### src/hw/rtl/lpg_pkg.sv
package lpg_pkg;

	// Coordinate width of the position, target and distance state.
	localparam int COORD_BITS = 16;
	localparam int FIELD_W    = 16;
	localparam int SCREEN_W   = 15;
	localparam int LBYTES_W   = 18;
	localparam int BPP_W      = 6;
	localparam int OFS_W      = 33;
	localparam int CFG_DATA_W = 18;
	localparam int CFG_IDX_W  = 2;
	localparam int CMP_W      = (COORD_BITS > SCREEN_W) ? COORD_BITS : SCREEN_W;
	localparam int COL_OFS_W  = SCREEN_W + 3;

	typedef logic signed [COORD_BITS-1:0] coord_t;
	typedef logic signed [COORD_BITS:0]   dcoord_t;
	typedef logic        [COORD_BITS-1:0] dist_t;
	typedef logic signed [COORD_BITS+1:0] err_t;
	typedef logic signed [COORD_BITS+2:0] err2_t;

	typedef enum logic {
		REQ_LOAD  = 1'b0,
		REQ_PIXEL = 1'b1
	} req_type_t;

	typedef enum logic [CFG_IDX_W-1:0] {
		CFG_SCREEN_WIDTH   = 2'd0,
		CFG_SCREEN_HEIGHT  = 2'd1,
		CFG_LINE_BYTES     = 2'd2,
		CFG_BITS_PER_PIXEL = 2'd3
	} cfg_reg_t;

	localparam logic [SCREEN_W-1:0] RST_SCREEN_WIDTH   = 15'd1920;
	localparam logic [SCREEN_W-1:0] RST_SCREEN_HEIGHT  = 15'd1080;
	localparam logic [LBYTES_W-1:0] RST_LINE_BYTES     = 18'd7680;
	localparam logic [BPP_W-1:0]    RST_BITS_PER_PIXEL = 6'd32;

	// Line endpoints as taken from the input channel.
	typedef struct packed {
		req_type_t              kind;
		logic [FIELD_W-1:0]     start_x;
		logic [FIELD_W-1:0]     start_y;
		logic [FIELD_W-1:0]     end_x;
		logic [FIELD_W-1:0]     end_y;
	} req_t;

	// One rasterized pixel before the framebuffer address is formed.
	typedef struct packed {
		coord_t x;
		coord_t y;
		logic   last;
	} pix_t;

	// Stepper status toward the top level.
	typedef struct packed {
		logic emit;
		logic active;
	} step_stat_t;

endpackage

### src/hw/rtl/lpg_stepper.sv
module lpg_stepper import lpg_pkg::*; (
	input  logic       clk,
	input  logic       arst_n,
	input  logic       take,
	input  req_t       req,
	output step_stat_t stat,
	output pix_t       pix
);

	coord_t    cur_x_q, cur_y_q, target_x_q, target_y_q;
	dist_t     dist_x_q, dist_y_q;
	logic      step_x_neg_q, step_y_neg_q;
	err_t      err_q;
	logic      active_q;

	coord_t    sx, sy, ex, ey;
	dcoord_t   dx_raw, dy_raw;
	dist_t     ld_dx, ld_dy;
	err2_t     e2, dxw, dyw, err_sum;
	logic      move_x, move_y;
	coord_t    nx, ny;
	logic      done;
	logic      emit;

	// Load path: wrap the fields to the coordinate width, form distances.
	always_comb begin
		sx = coord_t'($signed(req.start_x));
		sy = coord_t'($signed(req.start_y));
		ex = coord_t'($signed(req.end_x));
		ey = coord_t'($signed(req.end_y));
		dx_raw = dcoord_t'(ex) - dcoord_t'(sx);
		dy_raw = dcoord_t'(ey) - dcoord_t'(sy);
		ld_dx = dx_raw[COORD_BITS] ? dist_t'(-dx_raw) : dist_t'(dx_raw);
		ld_dy = dy_raw[COORD_BITS] ? dist_t'(-dy_raw) : dist_t'(dy_raw);
	end

	// Step path: both tests use the doubled error from before the step.
	always_comb begin
		e2 = err2_t'(err_q) <<< 1;
		dxw = err2_t'({1'b0, dist_x_q});
		dyw = err2_t'({1'b0, dist_y_q});
		move_x = e2 > -dyw;
		move_y = e2 < dxw;
		err_sum = err2_t'(err_q) - (move_x ? dyw : '0) + (move_y ? dxw : '0);
		nx = move_x ? cur_x_q + (step_x_neg_q ? '1 : coord_t'(1)) : cur_x_q;
		ny = move_y ? cur_y_q + (step_y_neg_q ? '1 : coord_t'(1)) : cur_y_q;
		done = (nx == target_x_q) && (ny == target_y_q);
		emit = take && (req.kind == REQ_PIXEL) && active_q;
	end

	always_ff @(posedge clk or negedge arst_n) begin
		if (!arst_n) begin
			cur_x_q      <= '0;
			cur_y_q      <= '0;
			target_x_q   <= '0;
			target_y_q   <= '0;
			dist_x_q     <= '0;
			dist_y_q     <= '0;
			step_x_neg_q <= 1'b0;
			step_y_neg_q <= 1'b0;
			err_q        <= '0;
			active_q     <= 1'b0;
		end else if (take && req.kind == REQ_LOAD) begin
			cur_x_q      <= sx;
			cur_y_q      <= sy;
			target_x_q   <= ex;
			target_y_q   <= ey;
			dist_x_q     <= ld_dx;
			dist_y_q     <= ld_dy;
			step_x_neg_q <= !(sx < ex);
			step_y_neg_q <= !(sy < ey);
			err_q        <= err_t'({1'b0, ld_dx}) - err_t'({1'b0, ld_dy});
			active_q     <= (sx != ex) || (sy != ey);
		end else if (emit) begin
			cur_x_q  <= nx;
			cur_y_q  <= ny;
			err_q    <= err_t'(err_sum);
			active_q <= !done;
		end
	end

	assign stat.emit   = emit;
	assign stat.active = active_q;
	assign pix.x       = cur_x_q;
	assign pix.y       = cur_y_q;
	assign pix.last    = done;

endmodule

### src/hw/rtl/line_pixel_generator_core.sv
// Bresenham line rasterizer with a pull interface. A load item (req_type 0)
// takes signed start and end points and replaces any line in progress; it
// gives no result. Each pixel request (req_type 1) while a line is active
// gives one pixel: its coordinates, an in-screen flag, the framebuffer byte
// offset (row * line_bytes + x * (bits_per_pixel / 8), 0 when off-screen)
// and a last mark on the pixel just before the end point, which itself is
// never drawn. A pixel request with no active line is taken and dropped, and
// a line whose start equals its end draws nothing. Rate: one item per clock
// while the output is not stalled; a result passes the pixel register and
// then the output register. The error update and coordinate step are
// formed combinationally at accept time; the offset multiply sits between the
// pixel register and the output register. in_ready drops only while both the
// pixel register and the output register hold results that the consumer has
// not taken, and it follows out_ready combinationally. Write configuration
// only while no pixel is in flight.
module line_pixel_generator_core import lpg_pkg::*; (
	input  logic                   clk,
	input  logic                   arst_n,
	// configuration write port
	input  logic                   cfg_we,
	input  logic [CFG_IDX_W-1:0]   cfg_index,
	input  logic [CFG_DATA_W-1:0]  cfg_data,
	// request channel
	input  logic                   in_valid,
	output logic                   in_ready,
	input  logic                   req_type,
	input  logic signed [FIELD_W-1:0] start_x,
	input  logic signed [FIELD_W-1:0] start_y,
	input  logic signed [FIELD_W-1:0] end_x,
	input  logic signed [FIELD_W-1:0] end_y,
	// pixel channel
	output logic                   out_valid,
	input  logic                   out_ready,
	output logic signed [FIELD_W-1:0] pix_x,
	output logic signed [FIELD_W-1:0] pix_y,
	output logic                   in_screen,
	output logic [OFS_W-1:0]       byte_offset,
	output logic                   last
);

	logic [SCREEN_W-1:0] screen_width_q;
	logic [SCREEN_W-1:0] screen_height_q;
	logic [LBYTES_W-1:0] line_bytes_q;
	logic [BPP_W-1:0]    bits_per_pixel_q;

	logic       in_fire;
	logic       en_s1, en_s2;
	req_t       req;
	step_stat_t stat;
	pix_t       pix;

	logic       valid_s1;
	pix_t       pix_s1;

	logic       valid_s2;
	coord_t     x_s2, y_s2;
	logic       on_s2;
	logic [OFS_W-1:0] ofs_s2;
	logic       last_s2;

	logic [CMP_W-1:0]     x_ext, y_ext;
	logic                 on;
	logic [SCREEN_W-1:0]  row, col;
	logic [2:0]           byte_step;
	logic [OFS_W-1:0]     row_ofs;
	logic [COL_OFS_W-1:0] col_ofs;
	logic [OFS_W-1:0]     ofs;

	// Configuration registers; the data is cut to each register's width.
	always_ff @(posedge clk or negedge arst_n) begin
		if (!arst_n) begin
			screen_width_q   <= RST_SCREEN_WIDTH;
			screen_height_q  <= RST_SCREEN_HEIGHT;
			line_bytes_q     <= RST_LINE_BYTES;
			bits_per_pixel_q <= RST_BITS_PER_PIXEL;
		end else if (cfg_we) begin
			case (cfg_reg_t'(cfg_index))
				CFG_SCREEN_WIDTH:   screen_width_q   <= cfg_data[SCREEN_W-1:0];
				CFG_SCREEN_HEIGHT:  screen_height_q  <= cfg_data[SCREEN_W-1:0];
				CFG_LINE_BYTES:     line_bytes_q     <= cfg_data[LBYTES_W-1:0];
				CFG_BITS_PER_PIXEL: bits_per_pixel_q <= cfg_data[BPP_W-1:0];
				default: ;
			endcase
		end
	end

	// Stall chain: a stage advances when the one after it is empty or moving.
	assign en_s2    = !valid_s2 || out_ready;
	assign en_s1    = !valid_s1 || en_s2;
	assign in_ready = en_s1;
	assign in_fire  = in_valid && in_ready;

	assign req.kind    = req_type_t'(req_type);
	assign req.start_x = start_x;
	assign req.start_y = start_y;
	assign req.end_x   = end_x;
	assign req.end_y   = end_y;

	lpg_stepper u_stepper (
		.clk    (clk),
		.arst_n (arst_n),
		.take   (in_fire),
		.req    (req),
		.stat   (stat),
		.pix    (pix)
	);

	// Pixel register: holds the emitted pixel ahead of the address math.
	always_ff @(posedge clk or negedge arst_n) begin
		if (!arst_n) begin
			valid_s1 <= 1'b0;
		end else if (en_s1) begin
			valid_s1 <= stat.emit;
		end
	end

	always_ff @(posedge clk) begin
		if (en_s1 && stat.emit) begin
			pix_s1 <= pix;
		end
	end

	// Screen test and byte offset. An on-screen row or column is below a
	// 15-bit limit, so the low bits carry the whole value.
	always_comb begin
		x_ext     = CMP_W'(pix_s1.x);
		y_ext     = CMP_W'(pix_s1.y);
		on        = !pix_s1.x[COORD_BITS-1] && !pix_s1.y[COORD_BITS-1] &&
		            (x_ext < CMP_W'(screen_width_q)) &&
		            (y_ext < CMP_W'(screen_height_q));
		row       = y_ext[SCREEN_W-1:0];
		col       = x_ext[SCREEN_W-1:0];
		byte_step = bits_per_pixel_q[BPP_W-1:3];
		row_ofs   = OFS_W'(row) * OFS_W'(line_bytes_q);
		col_ofs   = COL_OFS_W'(col) * COL_OFS_W'(byte_step);
		ofs       = on ? row_ofs + OFS_W'(col_ofs) : '0;
	end

	// Output register: hold the result until the consumer takes it.
	always_ff @(posedge clk or negedge arst_n) begin
		if (!arst_n) begin
			valid_s2 <= 1'b0;
		end else if (en_s2) begin
			valid_s2 <= valid_s1;
		end
	end

	always_ff @(posedge clk) begin
		if (en_s2 && valid_s1) begin
			x_s2    <= pix_s1.x;
			y_s2    <= pix_s1.y;
			on_s2   <= on;
			ofs_s2  <= ofs;
			last_s2 <= pix_s1.last;
		end
	end

	assign out_valid   = valid_s2;
	assign pix_x       = FIELD_W'(x_s2);
	assign pix_y       = FIELD_W'(y_s2);
	assign in_screen   = on_s2;
	assign byte_offset = ofs_s2;
	assign last        = last_s2;

	// A pixel is only produced from an active line, and the last one ends it.
	a_emit_needs_line: assert property (@(posedge clk) disable iff (!arst_n)
		stat.emit |-> stat.active)
		else $error("pixel emitted with no active line");

	a_last_ends_line: assert property (@(posedge clk) disable iff (!arst_n)
		(stat.emit && pix.last) |=> !stat.active)
		else $error("line still active after its last pixel");

	a_offscreen_zero: assert property (@(posedge clk) disable iff (!arst_n)
		(out_valid && !in_screen) |-> (byte_offset == '0))
		else $error("off-screen pixel carries a nonzero offset");

	a_load_no_pixel: assert property (@(posedge clk) disable iff (!arst_n)
		(in_fire && req_type == REQ_LOAD && en_s1) |=> !valid_s1)
		else $error("load transfer produced a pixel");

endmodule

### config.mk
export PLATFORM = sky130hd
export DESIGN_NAME = line_pixel_generator_core
export DESIGN_NICKNAME = d
export VERILOG_FILES = /design/src/hw/rtl/lpg_pkg.sv /design/src/hw/rtl/lpg_stepper.sv /design/src/hw/rtl/line_pixel_generator_core.sv
export SDC_FILE = /design/constraint.sdc
export NUM_CORES = 2
export LEC_CHECK = 0
export ABC_AREA = 1
export BUFFER_PORTS_ARGS = -buffer_cell sky130_fd_sc_hd__buf_2
export CORE_MARGIN = 2
export CORE_UTILIZATION = 30
export DETAILED_ROUTE_END_ITERATION = 10
export PLACE_DENSITY_LB_ADDON = 0.15
export SETUP_SLACK_MARGIN = 0.02
export SLEW_MARGIN = 15
export SYNTH_ARGS = -nofsm -noshare
export SYNTH_HDL_FRONTEND = slang
export SYNTH_SLANG_ARGS = --single-unit
### constraint.sdc
create_clock -name clk -period 16.4 [get_ports clk]
set_input_delay 3.28 -clock clk [delete_from_list [all_inputs] [get_ports clk]]
set_output_delay 3.28 -clock clk [all_outputs]
set_load 0.03 [all_outputs]
# Word-level counts from Yosys, hierarchy flattened
# Cells that the tools add are included.
classes:
  addsub: 11
  n_mul: 2
  magnitude_cmp: 6
  n_eq_ne: 7
  mux: 16
  bitwise: 1
  n_reduce_logical: 26
op_table:
  columns: ["cell", "count"]
  rows:
  - ["2-to-1 mux 16 bit", 12]
  - ["subtractor 16 x 16 -> 17 bit", 3]
  - ["2-to-1 mux 18 bit", 2]
  - ["adder 33 x 18 -> 33 bit", 1]
  - ["multiplier 15 x 18 -> 33 bit", 1]
  - ["adder 16 bit", 2]
  - ["== test 16 bit", 2]
  - ["less-than comparator 16 x 15 -> 1 bit", 2]
  - ["less-than comparator 16 bit", 2]
  - ["inequality test 16 bit", 2]
  - ["negator 16 bit", 2]
  - ["greater-than comparator 19 bit", 1]
  - ["less-than comparator 19 x 17 -> 1 bit", 1]
  - ["negator 16 -> 19 bit", 1]
  - ["adder 18 bit", 1]
  - ["multiplier 15 x 3 -> 18 bit", 1]
  - ["subtractor 18 x 16 -> 18 bit", 1]
  - ["logical AND 1 bit", 10]
  - ["AND reduction 2 bit", 4]
  - ["zero test 1 bit", 7]
  - ["== test 2 bit, second input constant", 2]
  - ["logical OR 1 bit", 3]
  - ["== test 2 x 1 -> 1 bit, second input constant", 1]
  - ["zero test 2 bit", 1]
  - ["3 further kinds", 4]
word_totals:
  reg_bits: 273
  inputBits: 90

# Longest topological paths before layout
depth:
  ltp_word: 8
  depth_mapped: 45

# By module
# Synthesis repeated with hierarchy kept, for this count alone.
hier_totals:
  cells_unflattened: 4178
  hier_area_um2: 30899.6
by_module_without_submodules:
  columns: ["mod", "n_inst", "cells_each", "area_each_um2"]
  rows:
  - ["line_pixel_generator_core", 1, 2145, 17661.9]
  - ["lpg_stepper", 1, 2033, 13237.7]

# Worst setup path before layout
# Ideal clock, no wire load.
synth_timing:
  kind: "input -> register"
  from: "in out_ready"
  to: "reg ofs_s2[0], in the netlist byte_offset[0] (enable)"
  setup_time_ns: 0.514
  arrival_ns: 6.575
  t_required_ns: 15.886
  setup_slack_ns: 9.311
  stages: 2
  path_cell_list: "inv_1 > a21oi_1"
synth_via:
  elab_chain_cells: 2
synth_rtl:
  columns: ["element", "line_no", "text"]
  rows:
  - ["start: declaration", "line_pixel_generator_core.sv:33", "input logic out_ready,"]
  - ["logical OR 1 bit", "line_pixel_generator_core.sv:88", "assign en_s2 = !valid_s2 || out_ready;"]
  - ["logical AND 1 bit", "line_pixel_generator_core.sv:149", "if (en_s2 && valid_s1) begin"]
  - ["end signal: assignment", "line_pixel_generator_core.sv:153", "ofs_s2 <= ofs;"]
  - ["end: declaration", "line_pixel_generator_core.sv:58", "logic [OFS_W-1:0] ofs_s2;"]
# Every way passes these cells.
# A chain may end at the register's enable or synchronous reset.

# Worst setup path in the final report
layout_timing:
  from: "in end_x[0]"
  to: "reg u_stepper.err_q[12]"
layout_via:
  elab_chain_cells: 5
layout_rtl:
  columns: ["element", "line_no", "text"]
  rows:
  - ["start: declaration", "line_pixel_generator_core.sv:29", "input logic signed [FIELD_W-1:0] end_x,"]
  - ["subtractor 16 x 16 -> 17 bit *", "lpg_stepper.sv:31", "dx_raw = dcoord_t'(ex) - dcoord_t'(sx);"]
  - ["negator 16 bit", "lpg_stepper.sv:33", "ld_dx = dx_raw[COORD_BITS] ? dist_t'(-dx_raw) : dist_t'(dx_raw);"]
  - ["2-to-1 mux 16 bit *", "lpg_stepper.sv:33", null]
  - ["named net u_stepper.ld_dx[1]", "lpg_stepper.sv:18", "dist_t ld_dx, ld_dy;"]
  - ["subtractor 16 x 16 -> 17 bit *", "lpg_stepper.sv:72", "err_q <= err_t'({1'b0, ld_dx}) - err_t'({1'b0, ld_dy});"]
  - ["2-to-1 mux 18 bit *", "lpg_stepper.sv:63", "end else if (take && req.kind == REQ_LOAD) begin"]
  - ["end signal: assignment", "lpg_stepper.sv:72", null]
  - ["end signal: assignment", "lpg_stepper.sv:77", "err_q <= err_t'(err_sum);"]
  - ["end: declaration", "lpg_stepper.sv:13", "err_t err_q;"]
# The timed path passes the listed nets; every way through them passes the cells marked *.

==> impl_metrics.toml <==
[outcome]
status = "complete, no violations"

[die]
ios = 159
num_rows = 116
initial_utilization_pct = 30.1
core_area_sq_um = 99700
die_area_sq_um = 103000
die_h_um = 320
fp.dieW_um = 320

[global_routing]
top_usage_layer = "met2"
met1_usage_pct = 26.2
grt_pass1_vias = 25600
grt_usage_pct = 20.0
use_met2_pct = 34.6
grt_max_degree = 142
antenna_found_initial = 6
overflow = 0
grt_use_met3_pct = 2.60
grt_pass1_wl_mm = 155

[placed_design]
dp_hpwl_mm = 79.4
portBuffers = 158
gp_congestion = 0.873

[sta]
report.final.slew_viol_count = 0
clock_skew_ns = 0.0360
period_share_pct = 44.4
tightest_slew_ns = 1.08
finalSetupViolCount = 0
relSlewSlack_pct = 28.1
rsz0062_at_grt = "false"
report.final.hold_viol_count = 0
max_freq_mhz = 137
period_needed_ns = 7.28
setup_tns_ns = 0

[clock_tree]
clk_pin_slew_worst_paths_ns = 0.06
cts_sinks = 270
cts_resized = 0
clkLatencyLatePin_ns = 0.60
cts_inserted_buffers = 38
cts_tree = "built"
cts-root-buf = "clkbuf_16"
post_cts_buffers = 0
h-tree-depth = 2
clk_path_buf_depth = 3
cts_hold_buf = 0

[route]
routed_via_density = 4.67
first_iter_violations = 1485
route.detailed.drc = 0
first_pass_iters = 6
wirelength_mm = 101
routed-via-count = 25000
ant_nets = 0
drt-wirelength-per-cell_um = 18.9

[logic_synthesis]
ys_ff_latch = 270
ys_dominant_reg_cell = "dfrtp_1"
synth_edf_count = 100
synth_area_sq_um = 30000
async_flop_share_pct = 63.0
syn_avg_cell_area_sq_um = 7.65
postSynthCellCount = 3929
seq_area_frac_synth_pct = 24.2
syn_nets = 4568
synth_cell_types = 66
ys_warn_count = 0

[final_layout]
post_route_cells_drive_above_1_share_pct = 8.25
fillers = 10800
final_nets = 4671
syn_to_final_growth_pct = 11.5
layout.cells.most_common = "nand2_1"
layout_common_cells = "nand2_1 (1040), inv_1 (875), ha_1 (277)"

[setup_path]
critPathKind = "in2reg"
worstSetupEndpointType = "flop"
cp_max_fo = 13
critical_path.startpoint_type = "input port"
worstPathArrival_ns = 7.80
cp.required_ns = 16.92

[min_path]
min_path_type = "reg2reg"

[run]
max-cap-violations = 0
## cell usage after synthesis, types with 11 or more instances
master	number	area [sq um]
clkbuf_1	100	375
o21ai_0	185	926
nor2_1	182	683
dfrtp_1	157	3930
a31oi_1	12	75.1
dfstp_2	13	342
a21oi_1	174	871
xnor2_1	21	184
nand2_2	13	81.3
fa_1	272	5450
nand4_1	28	175
nand2_1	1041	3910
edfxtp_1	100	3000
nand3_1	154	771
o21ai_1	19	95.1
a22oi_1	27	203
xor2_1	73	639
or2_2	11	68.8
inv_1	875	3280
nand3b_1	26	195
ha_1	277	3470
nand3_2	14	140
nor3_1	21	105
## stage by stage
stage	instances	hold slack, ns	area, sq um	setup WS, ns	utilization, %
2_1_floorplan	3929	0.400	30000	9.31	-
3_3_place_gp	5290	0.467	32200	8.43	32.3
3_5_place_dp	5290	0.473	32200	8.38	32.3
4_1_cts	5360	0.488	33500	9.03	33.6
5_1_grt	5360	0.507	33500	8.49	33.6
6_report	5361	0.484	33500	9.12	33.6
## layer usage
layer	part of all wire, %	up-vias
met1	44	12000
met4	2.5	2
met3	4.6	110
met5	0.0079	-
li1	-	12400
met2	48	533
## cell type report
| type | instances | area (sq um) | share of cell area (%) |
|---|---|---|---|
| inverters | 882 | 3310 | 9.89 |
| clock buffers | 55 | 1150 | 3.43 |
| multi-input cells | 2655 | 19000 | 56.7 |
| diodes | 1 | 2.50 | 0.00747 |
| flip-flops and latches | 270 | 7270 | 21.7 |
| repair buffers | 185 | 1010 | 3.03 |
| clock inverters | 15 | 134 | 0.400 |
| well taps | 1298 | 1620 | 4.85 |
## cell families (layout without fill, tap and decap cells)
group           after synthesis  count (layout)  synth area share [%]
simple gates               1515            1515                  21.0
buf+inv                    1004            1137                  12.7
fa+ha+maj                   549             549                  29.7
compound gates              488             488                  9.19
flops                       270             270                  24.2
xor+xnor                    100             100                  3.07
mux                           3               3                 0.112
other cells                   0               1                     0
## flip-flops by register name, indices dropped and copies added, names as in the netlist, 3 cells and up
signal,cells
pix_y,16
screen_width_q,15
x_ext,16
u_stepper.dist_x_q,16
pix_x,16
u_stepper.cur_y_q,16
screen_height_q,15
y_ext,16
u_stepper.target_x_q,16
byte_offset,33
line_bytes_q,18
u_stepper.dist_y_q,16
u_stepper.cur_x_q,16
bits_per_pixel_q,3
u_stepper.target_y_q,16
u_stepper.err_q,18
## path summary, 6_finish.rpt
path	startpoint	slack (ns)	endpoint	depth (start not counted)
worst max-delay path	end_x[0]	9.12	u_stepper.err_q[12]	27
worst min-delay path	screen_height_q[2]	0.48	screen_height_q[2]	2
worst max register to register	u_stepper.dist_y_q[2]	9.43	u_stepper.err_q[14]	37
worst min register to register	screen_height_q[2]	0.48	screen_height_q[2]	2
max in group asynchronous	arst_n	12.34	u_stepper.dist_y_q[0]	2
min in group asynchronous	arst_n	2.71	u_stepper.target_x_q[11]	1
## critical path, cell delays in order
cell and delay (ns):
buf_2 0.11, inv_1 0.05, ha_1 0.18, inv_1 0.10
fa_1 0.40, nand2_1 0.10, nand2_1 0.12, nand3_1 0.10
nand3_1 0.18, a21oi_1 0.22, or2_1 0.13, nand2_2 0.16
o21ai_0 0.60, inv_1 0.14, fa_1 0.39, inv_1 0.07
nand2_1 0.06, o21ai_1 0.20, a21oi_1 0.16, o21ai_1 0.21
a21oi_1 0.09, o21bai_1 0.21, nand2_1 0.07, nand2_1 0.07
a21oi_1 0.06, or2_0 0.20, a21oi_1 0.13
Power is left out: the tool's default activity adds up to more than one toggle a clock period on the data nets, which glitch-free logic cannot reach.
